===== config.mk =====
export PLATFORM = sky130hd
export DESIGN_NAME = varint_stream_decoder_top
export DESIGN_NICKNAME = d
export VERILOG_FILES = /design/src/rtl/vsd_pkg.sv /design/src/rtl/vsd_csr.sv /design/src/rtl/vsd_step.sv /design/src/rtl/varint_stream_decoder_top.sv
export SDC_FILE = /design/constraint.sdc
export NUM_CORES = 1
export LEC_CHECK = 0
export CAP_MARGIN = 20
export CORE_ASPECT_RATIO = 1.25
export CORE_MARGIN = 2
export CORE_UTILIZATION = 60
export CTS_BUF_LIST = sky130_fd_sc_hd__clkbuf_16
export DETAILED_ROUTE_END_ITERATION = 16
export DONT_BUFFER_PORTS = 1
export PLACE_DENSITY = 0.75
export SYNTH_ARGS = -nofsm -noshare
export SYNTH_HDL_FRONTEND = slang
export SYNTH_SLANG_ARGS = --single-unit
export TNS_END_PERCENT = 5

===== constraint.sdc =====
create_clock -name clock -period 4.65 [get_ports clock]
set_clock_uncertainty 0.1 [all_clocks]
set_input_delay 0.2325 -clock clock [delete_from_list [all_inputs] [get_ports clock]]
set_output_delay 0.2325 -clock clock [all_outputs]
set_load 0.02 [all_outputs]

===== src/rtl/vsd_pkg.sv =====
// shared types and constants for the varint stream decoder
// no dependencies; imported by every module of the block
package vsd_pkg;

   localparam int CodeByteWidth = 8;
   localparam int ValueWidth    = 64;
   localparam int LengthWidth   = 4;
   localparam int ModeWidth     = 3;
   localparam int CsrAddrWidth  = 3;
   localparam int CsrDataWidth  = 32;

   typedef enum logic [ModeWidth-1:0] {
      MODE_U16_7BIT  = 3'd0,
      MODE_U32_7BIT  = 3'd1,
      MODE_U64_7BIT  = 3'd2,
      MODE_U32_6BIT  = 3'd3,
      MODE_U64_6BIT  = 3'd4
   } mode_type;

   localparam logic [ModeWidth-1:0] ModeReset = MODE_U64_7BIT;

   // register index of format_mode
   localparam logic [0:0] RegFormatMode = 1'b0;

   localparam logic [CodeByteWidth-1:0] NullByte  = 8'h80;
   localparam logic [CodeByteWidth-1:0] Low7Mask  = 8'h7F;
   localparam logic [CodeByteWidth-1:0] Low6Mask  = 8'h3F;

   localparam logic [LengthWidth-1:0] LastPos16   = 4'd2;
   localparam logic [LengthWidth-1:0] LastPos32   = 4'd4;
   localparam logic [LengthWidth-1:0] LastPos64   = 4'd8;
   localparam logic [LengthWidth-1:0] LastPos6u32 = 4'd5;
   localparam logic [LengthWidth-1:0] LastPos6u64 = 4'd10;
   localparam logic [LengthWidth-1:0] WidePos     = 4'd7;

   typedef struct packed {
      logic                   emit;
      logic [ValueWidth-1:0]  value;
      logic                   null_flag;
      logic [LengthWidth-1:0] length;
      logic [ValueWidth-1:0]  acc_next;
      logic [LengthWidth-1:0] pos_next;
   } step_type;

endpackage


===== src/rtl/vsd_csr.sv =====
// apb-style register port holding format_mode
// depends on vsd_pkg
module vsd_csr (
   input  logic                              clock,
   input  logic                              reset,
   input  logic                              csr_psel,
   input  logic                              csr_penable,
   input  logic                              csr_pwrite,
   input  logic [vsd_pkg::CsrAddrWidth-1:0]  csr_paddr,
   input  logic [vsd_pkg::CsrDataWidth-1:0]  csr_pwdata,
   output logic [vsd_pkg::CsrDataWidth-1:0]  csr_prdata,
   output logic                              csr_pready,
   output logic [vsd_pkg::ModeWidth-1:0]     mode,
   output logic                              mode_write
);
   import vsd_pkg::*;

   logic [ModeWidth-1:0] mode_ff;
   logic [ModeWidth-1:0] mode_in;
   logic                 hit;

   assign hit        = (csr_paddr[CsrAddrWidth-1:2] == RegFormatMode);
   assign mode_write = csr_psel && csr_penable && csr_pwrite && hit;
   assign mode_in    = mode_write ? csr_pwdata[ModeWidth-1:0] : mode_ff;
   assign csr_pready = 1'b1;
   assign csr_prdata = hit ? {{(CsrDataWidth-ModeWidth){1'b0}}, mode_ff} : '0;
   assign mode       = mode_ff;

   always_ff @(posedge clock) begin
      if (reset) begin
         mode_ff <= ModeReset;
      end else begin
         mode_ff <= mode_in;
      end
   end

endmodule


===== src/rtl/vsd_step.sv =====
// combinational decode of one code byte against the current accumulator
// depends on vsd_pkg
module vsd_step (
   input  logic [vsd_pkg::ModeWidth-1:0]     mode,
   input  logic [vsd_pkg::ValueWidth-1:0]    acc,
   input  logic [vsd_pkg::LengthWidth-1:0]   pos,
   input  logic [vsd_pkg::CodeByteWidth-1:0] code_byte,
   output vsd_pkg::step_type                 step
);
   import vsd_pkg::*;

   logic [ValueWidth-1:0]  width_mask;
   logic [LengthWidth-1:0] last_pos;
   logic                   seven_bit;
   logic                   at_last;
   logic                   is_null;
   logic [ValueWidth-1:0]  acc7;
   logic [ValueWidth-1:0]  acc6;
   logic [ValueWidth-1:0]  whole;
   logic                   wide_shift;

   always_comb begin
      case (mode)
         MODE_U16_7BIT: begin
            last_pos = LastPos16;   width_mask = {{48{1'b0}}, {16{1'b1}}}; seven_bit = 1'b1;
         end
         MODE_U32_7BIT: begin
            last_pos = LastPos32;   width_mask = {{32{1'b0}}, {32{1'b1}}}; seven_bit = 1'b1;
         end
         MODE_U32_6BIT: begin
            last_pos = LastPos6u32; width_mask = {{32{1'b0}}, {32{1'b1}}}; seven_bit = 1'b0;
         end
         MODE_U64_6BIT: begin
            last_pos = LastPos6u64; width_mask = '1;                       seven_bit = 1'b0;
         end
         default: begin
            last_pos = LastPos64;   width_mask = '1;                       seven_bit = 1'b1;
         end
      endcase
   end

   assign at_last    = (pos >= last_pos);
   assign is_null    = (mode == MODE_U32_7BIT) && (pos == '0) && (code_byte == NullByte);
   assign whole      = acc | {{(ValueWidth-CodeByteWidth){1'b0}}, code_byte};
   assign acc7       = acc | {{(ValueWidth-CodeByteWidth){1'b0}}, code_byte & Low7Mask};
   assign acc6       = acc | {{(ValueWidth-CodeByteWidth){1'b0}}, code_byte & Low6Mask};
   assign wide_shift = (last_pos == LastPos64) && (pos == WidePos);

   always_comb begin
      step.null_flag = 1'b0;
      step.length    = pos + 4'd1;
      if (seven_bit) begin
         if (is_null) begin
            step.emit      = 1'b1;
            step.value     = '0;
            step.null_flag = 1'b1;
         end else begin
            step.emit  = at_last || !code_byte[7];
            step.value = whole & width_mask;
         end
         step.acc_next = wide_shift ? (acc7 << 8) : (acc7 << 7);
      end else begin
         step.emit     = at_last || code_byte[6];
         step.value    = acc6 & width_mask;
         step.acc_next = acc6 << 6;
      end
      step.pos_next = pos + 4'd1;
      if (step.emit) begin
         step.acc_next = '0;
         step.pos_next = '0;
      end
   end

endmodule


===== src/rtl/varint_stream_decoder_top.sv =====
// Byte-serial variable-length integer decoder. One code byte is taken per
// cycle while no stalled result holds it back: a request is captured in an
// input register, decoded by a single mask/shift/or stage against the
// accumulator and, when the byte closes a code, the result is written to an
// output register. Sustained rate is one byte per clock. A stalled result
// stops new bytes only when the byte in the input register would itself
// close a code. format_mode (address 0) selects the format; any write to
// it abandons a partly received code. Configure only while idle.
// depends on vsd_pkg, vsd_csr and vsd_step
module varint_stream_decoder_top (
   input  logic                                clock,
   input  logic                                reset,
   input  logic                                req_valid,
   output logic                                req_ready,
   input  logic [vsd_pkg::CodeByteWidth-1:0]   req_code_byte,
   output logic                                rsp_valid,
   input  logic                                rsp_ready,
   output logic [vsd_pkg::ValueWidth-1:0]      rsp_decoded_value,
   output logic                                rsp_null_flag,
   output logic [vsd_pkg::LengthWidth-1:0]     rsp_code_length,
   input  logic                                csr_psel,
   input  logic                                csr_penable,
   input  logic                                csr_pwrite,
   input  logic [vsd_pkg::CsrAddrWidth-1:0]    csr_paddr,
   input  logic [vsd_pkg::CsrDataWidth-1:0]    csr_pwdata,
   output logic [vsd_pkg::CsrDataWidth-1:0]    csr_prdata,
   output logic                                csr_pready
);
   import vsd_pkg::*;

   logic [ModeWidth-1:0]     mode;
   logic                     mode_write;
   step_type                 step;

   logic                     in_valid_ff, in_valid_in;
   logic [CodeByteWidth-1:0] in_byte_ff, in_byte_in;
   logic [ValueWidth-1:0]    acc_ff, acc_in;
   logic [LengthWidth-1:0]   pos_ff, pos_in;
   logic                     out_valid_ff, out_valid_in;
   logic [ValueWidth-1:0]    out_value_ff, out_value_in;
   logic                     out_null_ff, out_null_in;
   logic [LengthWidth-1:0]   out_len_ff, out_len_in;
   logic                     fire;
   logic                     load_out;

   vsd_csr u_csr (
      .clock       (clock),
      .reset       (reset),
      .csr_psel    (csr_psel),
      .csr_penable (csr_penable),
      .csr_pwrite  (csr_pwrite),
      .csr_paddr   (csr_paddr),
      .csr_pwdata  (csr_pwdata),
      .csr_prdata  (csr_prdata),
      .csr_pready  (csr_pready),
      .mode        (mode),
      .mode_write  (mode_write)
   );

   vsd_step u_step (
      .mode      (mode),
      .acc       (acc_ff),
      .pos       (pos_ff),
      .code_byte (in_byte_ff),
      .step      (step)
   );

   assign fire      = in_valid_ff && (!step.emit || !out_valid_ff || rsp_ready);
   assign load_out  = fire && step.emit;
   assign req_ready = !in_valid_ff || fire;

   always_comb begin
      in_valid_in  = in_valid_ff;
      in_byte_in   = in_byte_ff;
      acc_in       = acc_ff;
      pos_in       = pos_ff;
      out_valid_in = out_valid_ff && !rsp_ready;
      out_value_in = out_value_ff;
      out_null_in  = out_null_ff;
      out_len_in   = out_len_ff;
      if (fire) begin
         in_valid_in = 1'b0;
         acc_in      = step.acc_next;
         pos_in      = step.pos_next;
      end
      if (req_valid && req_ready) begin
         in_valid_in = 1'b1;
         in_byte_in  = req_code_byte;
      end
      if (load_out) begin
         out_valid_in = 1'b1;
         out_value_in = step.value;
         out_null_in  = step.null_flag;
         out_len_in   = step.length;
      end
      // a mode write drops any code in progress
      if (mode_write) begin
         acc_in = '0;
         pos_in = '0;
      end
   end

   always_ff @(posedge clock) begin
      if (reset) begin
         in_valid_ff  <= 1'b0;
         out_valid_ff <= 1'b0;
         acc_ff       <= '0;
         pos_ff       <= '0;
      end else begin
         in_valid_ff  <= in_valid_in;
         out_valid_ff <= out_valid_in;
         acc_ff       <= acc_in;
         pos_ff       <= pos_in;
      end
      in_byte_ff   <= in_byte_in;
      out_value_ff <= out_value_in;
      out_null_ff  <= out_null_in;
      out_len_ff   <= out_len_in;
   end

   assign rsp_valid         = out_valid_ff;
   assign rsp_decoded_value = out_value_ff;
   assign rsp_null_flag     = out_null_ff;
   assign rsp_code_length   = out_len_ff;

   a_null_is_zero: assert property (@(posedge clock) disable iff (reset)
      rsp_valid && rsp_null_flag |-> rsp_decoded_value == '0 && rsp_code_length == 4'd1)
      else $error("null marker with non-zero value or length");

   a_pos_bound: assert property (@(posedge clock) disable iff (reset)
      pos_ff <= LastPos6u64)
      else $error("byte position beyond longest code");

   a_write_clears: assert property (@(posedge clock) disable iff (reset)
      mode_write |=> pos_ff == '0 && acc_ff == '0)
      else $error("mode write did not drop code in progress");

   a_len_range: assert property (@(posedge clock) disable iff (reset)
      rsp_valid |-> rsp_code_length != '0 && rsp_code_length <= 4'd11)
      else $error("code length out of range");

   a_no_overwrite: assert property (@(posedge clock) disable iff (reset)
      out_valid_ff && !rsp_ready |-> !load_out)
      else $error("pending request overwritten");

endmodule

# Word level (Yosys, flattened, before mapping)
# Index checks and enable logic that the tools add are counted.
classes:
  n_addsub: 1
  n_mul: 0
  div: 0
  order_cmp: 1
  n_eq_ne: 6
  n_shift: 0
  n_mux: 12
  bitwise_logic: 6
  n_reduce_logical: 26
ops:
  columns: ["op", "n"]
  rows:
  - ["$mux W65", 2]
  - ["$and A64 B64 Y64", 2]
  - ["$mux W64", 2]
  - ["$pmux W64 S2", 1]
  - ["$mux W68", 1]
  - ["$or A64 B6 Y64", 1]
  - ["$or A64 B8 Y64", 1]
  - ["$or A57 B7 Y57", 1]
  - ["$pmux W4 S4", 1]
  - ["$logic_and A1 B1 Y1", 10]
  - ["$eq A8 B8 Y1 const B", 1]
  - ["$reduce_or A2 Y1", 3]
  - ["$logic_not A1 Y1", 5]
  - ["$logic_or A1 B1 Y1", 5]
  - ["$add A4 B1 Y4 const B", 1]
  - ["$eq A4 B3 Y1 const B", 1]
  - ["$eq A4 B4 Y1 const B", 1]
  - ["$ge A4 B4 Y1", 1]
  - ["$logic_not A4 Y1", 1]
  - ["$mux W1", 4]
  - ["$eq A3 B1 Y1 const B", 1]
  - ["$eq A3 B2 Y1 const B", 1]
  - ["$eq A3 B3 Y1 const B", 1]
  - ["$logic_not A3 Y1", 1]
  - ["3 further kinds", 3]
word_totals:
  register_bits: 150
  latch_bits: 0
  mem_bits_rw: 0
  mem_bits_ro: 0
  input_bits: 50
  output_inout_bits: 104
  elab_cells: 61
  mem_count: 0

# Depth between registers and ports, before layout
depth:
  ltp_word: 13
  ltp_mapped: 10
  ltp_nobuf: 8

# Hierarchy
# From an unflattened synthesis, not the netlist that was laid out.
unflattened:
  hier_cells: 851
  hier_area_um2: 8081.5
by_module_without_submodules:
  columns: ["mod", "instances", "cells_each", "area_per_inst_um2"]
  rows:
  - ["varint_stream_decoder_top", 1, 398, 4992.3]
  - ["vsd_step", 1, 404, 2686.3]
  - ["vsd_csr", 1, 49, 402.9]

# Worst setup path before layout
# No wires, ideal clock.
synth_path:
  path_type: "flip-flop to flip-flop"
  start: "register u_csr.mode_ff[0] (netlist: u_csr.mode[0])"
  end: "register out_len_ff[0] (netlist: rsp_code_length[0]) (enable)"
  arrival_ns: 3.126
  setup_slack_ns: 1.022
  stages_incl_launch_ff: 9
  path_buffers: 1
  synth_period_minus_slack_ns: 3.628
  cell_sequence: "dfxtp_1 inv_1 a21oi_1 clkbuf_1 ha_1 a2111oi_0 nor3_1 o21ai_0 o21ba_2"
synth_via:
  elab_chain_cells: 11
synth_rtl:
  columns: ["item", "line_no", "rtl"]
  rows:
  - ["start, declared", "vsd_csr.sv:18", "logic [ModeWidth-1:0] mode_ff;"]
  - ["start signal, assigned", "vsd_csr.sv:31", "mode_ff <= ModeReset;"]
  - ["start signal, assigned", "vsd_csr.sv:33", "mode_ff <= mode_in;"]
  - ["$eq A3 B3 Y1, or another cell as far along", "vsd_step.sv:23", "case (mode)"]
  - ["$pmux W4 S4", "vsd_step.sv:23", null]
  - ["$ge A4 B4 Y1", "vsd_step.sv:42", "assign at_last = (pos >= last_pos);"]
  - ["$logic_or A1 B1 Y1", "vsd_step.sv:58", "step.emit = at_last || !code_byte[7];"]
  - ["$mux W65", "vsd_step.sv:53", "if (is_null) begin"]
  - ["$mux W65 (*)", "vsd_step.sv:52", "if (seven_bit) begin"]
  - ["$logic_not A1 Y1", "varint_stream_decoder_top.sv:68", "assign fire = in_valid_ff && (!step.emit || !out_valid_ff || rsp_ready);"]
  - ["$logic_or A1 B1 Y1 (2 in series)", "varint_stream_decoder_top.sv:68", null]
  - ["$logic_and A1 B1 Y1", "varint_stream_decoder_top.sv:68", null]
  - ["$logic_and A1 B1 Y1 (*)", "varint_stream_decoder_top.sv:69", "assign load_out = fire && step.emit;"]
  - ["named net load_out", "varint_stream_decoder_top.sv:44", "logic load_out;"]
  - ["end signal, assigned", "varint_stream_decoder_top.sv:118", "out_len_ff <= out_len_in;"]
  - ["end, declared", "varint_stream_decoder_top.sv:42", "logic [LengthWidth-1:0] out_len_ff, out_len_in;"]
# Mark *: on every way through the listed nets, which the timed path passes. The rest lies on a longest branch.
# A chain may end at the register's enable or synchronous reset.

# Worst setup path after layout
layout_path:
  start: "register u_csr.mode_ff[0] (netlist: u_csr.mode[0])"
  end: "register out_null_ff (netlist: rsp_null_flag) (enable)"
layout_via:
  elab_chain_cells: 11
layout_rtl:
  columns: ["item", "line_no", "rtl"]
  rows:
  - ["$eq A3 B3 Y1, or another cell as far along", "vsd_step.sv:23", null]
  - ["$pmux W4 S4", "vsd_step.sv:23", null]
  - ["$ge A4 B4 Y1", "vsd_step.sv:42", null]
  - ["$logic_or A1 B1 Y1", "vsd_step.sv:58", null]
  - ["$mux W65", "vsd_step.sv:53", null]
  - ["$mux W65 (*)", "vsd_step.sv:52", null]
  - ["$logic_not A1 Y1", "varint_stream_decoder_top.sv:68", null]
  - ["$logic_or A1 B1 Y1 (2 in series)", "varint_stream_decoder_top.sv:68", null]
  - ["$logic_and A1 B1 Y1", "varint_stream_decoder_top.sv:68", null]
  - ["$logic_and A1 B1 Y1 (*)", "varint_stream_decoder_top.sv:69", null]
  - ["named net load_out", "varint_stream_decoder_top.sv:44", null]
  - ["end signal, assigned", "varint_stream_decoder_top.sv:117", "out_null_ff <= out_null_in;"]
  - ["end, declared", "varint_stream_decoder_top.sv:41", "logic out_null_ff, out_null_in;"]
# Marks and branches as above.

==> results.cfg <==
[status]
status = complete, no violations

[worst_setup_path]
critical-path-slowest-cell = nor3_1
end_kind = flip-flop
cp_cell_sequence = inv_1, a21oi_2, buf_4, ha_1, a2111oi_0, nor3_1, o21ai_0, o21ba_4, buf_12
rr_startpoint = u_csr.mode[0]$_SDFFE_PP0P_
critPathMaxStageDelay_ns = 0.75
cp-start-kind = flip-flop
cp_max_fo = 37
required_ns = 4.65
cp-startpoint = u_csr.mode[0]$_SDFFE_PP0P_
critical_path_class = reg -> reg
critical_path_arrival_ns = 3.78

[detailed_routing]
antenna_left = 0
dr.pass1.iters = 5
drc = 0
drt_iter0_markers = 249
vias = 4212
wl_mm = 12.8
avgRoutedWirePerCell_um = 17.8
via_per_inst = 5.85

[floorplanning]
chipHeight_um = 121
start_util_pct = 62.1
die_area_mm2 = 0.0119
fp.coreArea_mm2 = 0.0107
rows = 42
die_w_um = 98.0
num_io_pins = 154

[logic_synthesis]
yosys_warnings = 0
avgSynthCellArea_um2 = 11.4
synthArstFlopShare_pct = 0
syn_area_mm2 = 0.00662
synth_edf_count = 77
ys_ff_latch = 144
seq_area_frac_synth_pct = 55.2
synth-main-ff-cell = edfxtp_1
ys_types = 48
syn_inst = 580

[pwr]
vdd_drop_max_uv = 273
power_mw = 2.83
p_leak_nw = 2.52
power.density_mw_per_mm2 = 391

[sta]
fmax_ghz = 0.265
setup_ws_ns = 0.870
rsz0062_at_grt = no
timing.final.max_slew_violations = 0
setup_violations = 0
slew_headroom_pct = 38.2
worst_slew_pin_slew_ns = 0.926
final_hold_viol_count = 0
period_minus_slack_ns = 3.78
setup_tns_ns = 0
min_period_over_period_pct = 81.3

[placement]
gp_congestion = 0.778
dp_hpwl_mm = 7.77
dpl_worst_slack_ns = 0.921
port-buffer-count = 0

[worst_hold_path]
min_from = rsp_ready
hold_path_class = in -> reg

[global_route]
grt_max_degree = 80
grt.total_usage_pct = 21.9
grt-ovfl-total = 0
grt_pass1_wl_mm = 20.7
grt_pass1_vias = 4146
antenna_found_initial = 0

[finish]
layout.nets = 631
layout_common_cells = 77 x edfxtp_1, 67 x dfxtp_1, 60 x a22o_1, 58 x nand2_1, 57 x mux2i_1
multiInputGateArea_mm2 = 0.00259
regArea_mm2 = 0.00365
fillers = 788
diodes = 0
layout_commonest_cell = edfxtp_1
synthToLayoutAreaGrowth_pct = 9.05
drive_gt1_share_pct = 8.33

[clocking]
clk_latency_ns = 0.41
cts.sinks = 144
cts-root-buf = clkbuf_16
cts_resized = 0
cts_buffers = 17
htree_num_levels = 4
clk_pin_slew_ns = 0.06
cts_tree = built
clock_path_buffers = 2

[run]
max-cap-violations = 0
[state kept, by name, summed over array words and instances, names as in the netlist]
| name | flops |
|---|---|
| rsp_code_length | 4 |
| u_csr.mode | 3 |
| acc_ff | 58 |
| in_valid_ff | 1 |
| in_byte_ff | 8 |
| pos_ff | 4 |
| rsp_decoded_value | 64 |
| rsp_null_flag | 1 |
| rsp_valid | 1 |
[area by class of cell]
| cell class | count | area share (%) |
|---|---|---|
| inverters | 9 | 0.468 |
| clock inverters | 15 | 1.99 |
| repair buffers | 20 | 2.88 |
| clock buffers | 17 | 5.89 |
| multi-input cells | 383 | 35.9 |
| well taps | 132 | 2.29 |
| flip-flops and latches | 144 | 50.6 |
[repair_timing]
item | 4_1_cts | 5_1_grt
endpoints found under the setup margin | 0 | 0
hold endpoints to repair | 13 | 0
setup buffers | 0 | 0
hold buffers | 13 | 0
[per-stage QoR]
| stage | instance area (um^2) | std cells | hold WS [ns] | util [%] |
|---|---|---|---|---|
| after CTS | 7200 | 719 | 0.0683 | 67.5 |
| after global routing | 7220 | 720 | 0.109 | 67.7 |
| after global placement | 6500 | 674 | 0.203 | 61.0 |
| after detailed placement | 6500 | 674 | 0.208 | 61.0 |
| final | 7220 | 720 | 0.0862 | 67.7 |
| after floorplan | 6730 | 608 | 0.202 | - |
[synth_stat cells (2+ instances only)]
library cell / n / area (um^2)
a21oi_1: 4 / 20.0
and2_1: 26 / 163
a22o_1: 60 / 526
buf_4: 32 / 240
buf_8: 6 / 90.1
nor4_1: 3 / 18.8
buf_2: 6 / 30.0
dfxtp_1: 67 / 1340
o21a_1: 2 / 15.0
nand3b_1: 2 / 15.0
edfxtp_1: 77 / 2310
clkbuf_1: 24 / 90.1
nor2b_1: 35 / 219
o21ai_0: 55 / 275
a211o_1: 2 / 17.5
nor3_1: 6 / 30.0
inv_1: 9 / 33.8
ha_1: 6 / 75.1
nand2_1: 59 / 221
nand2b_1: 2 / 12.5
mux2i_1: 57 / 571
buf_1: 3 / 11.3
conb_1: 2 / 7.51
o31ai_1: 2 / 15.0
nor2_1: 10 / 37.5
[per-layer routing]
layer	vias to the layer above	part of all wire [%]	track usage (%)	wire, um
met2	142	50	36.1	6350
li1	2027	-	-	-
met4	0	1.8	9.72	231
met5	-	0	0	0
met1	2023	43	26.9	5550
met3	20	5.2	6.28	660
[power by group]
group | total, mW | switching [mW] | internal (mW)
clock | 1.30 | 0.513 | 0.783
sequential | 1.42 | 0.0459 | 1.37
combinational | 0.113 | 0.0838 | 0.0294
[logic make-up (layout without fill, tap and decap cells)]
family          count (synthesis)  count (layout)  synth area share (%)
other cells                     2              30                 0.113
flops                         144             144                  55.2
mux                            58              58                  8.79
buf+inv                        81              61                  7.65
fa+ha+maj                       6               6                  1.13
simple gates                  154             154                  12.3
compound gates                133             133                  14.6
xor+xnor                        2               2                 0.265
[critical path, delay by kind of cell (launching register included)]
| family | cells | cell delay [ns] |
|---|---|---|
| flops | 1 | 0.47 |
| fa+ha+maj | 1 | 0.27 |
| compound gates | 4 | 1.12 |
| buf+inv | 3 | 0.72 |
| simple gates | 1 | 0.75 |
[path summary, 6_finish.rpt]
path                                  to  slack, ns  depth (start not counted)
max reg2reg  rsp_null_flag$_SDFFCE_PN0P_       0.87                          9
min reg2reg      acc_ff[62]$_SDFFE_PP0P_       0.38                          1
min                 rsp_valid$_SDFF_PP0_       0.09                          3
max          rsp_null_flag$_SDFFCE_PN0P_       0.87                          9
Note: power is estimated with default switching activity, not from simulation.
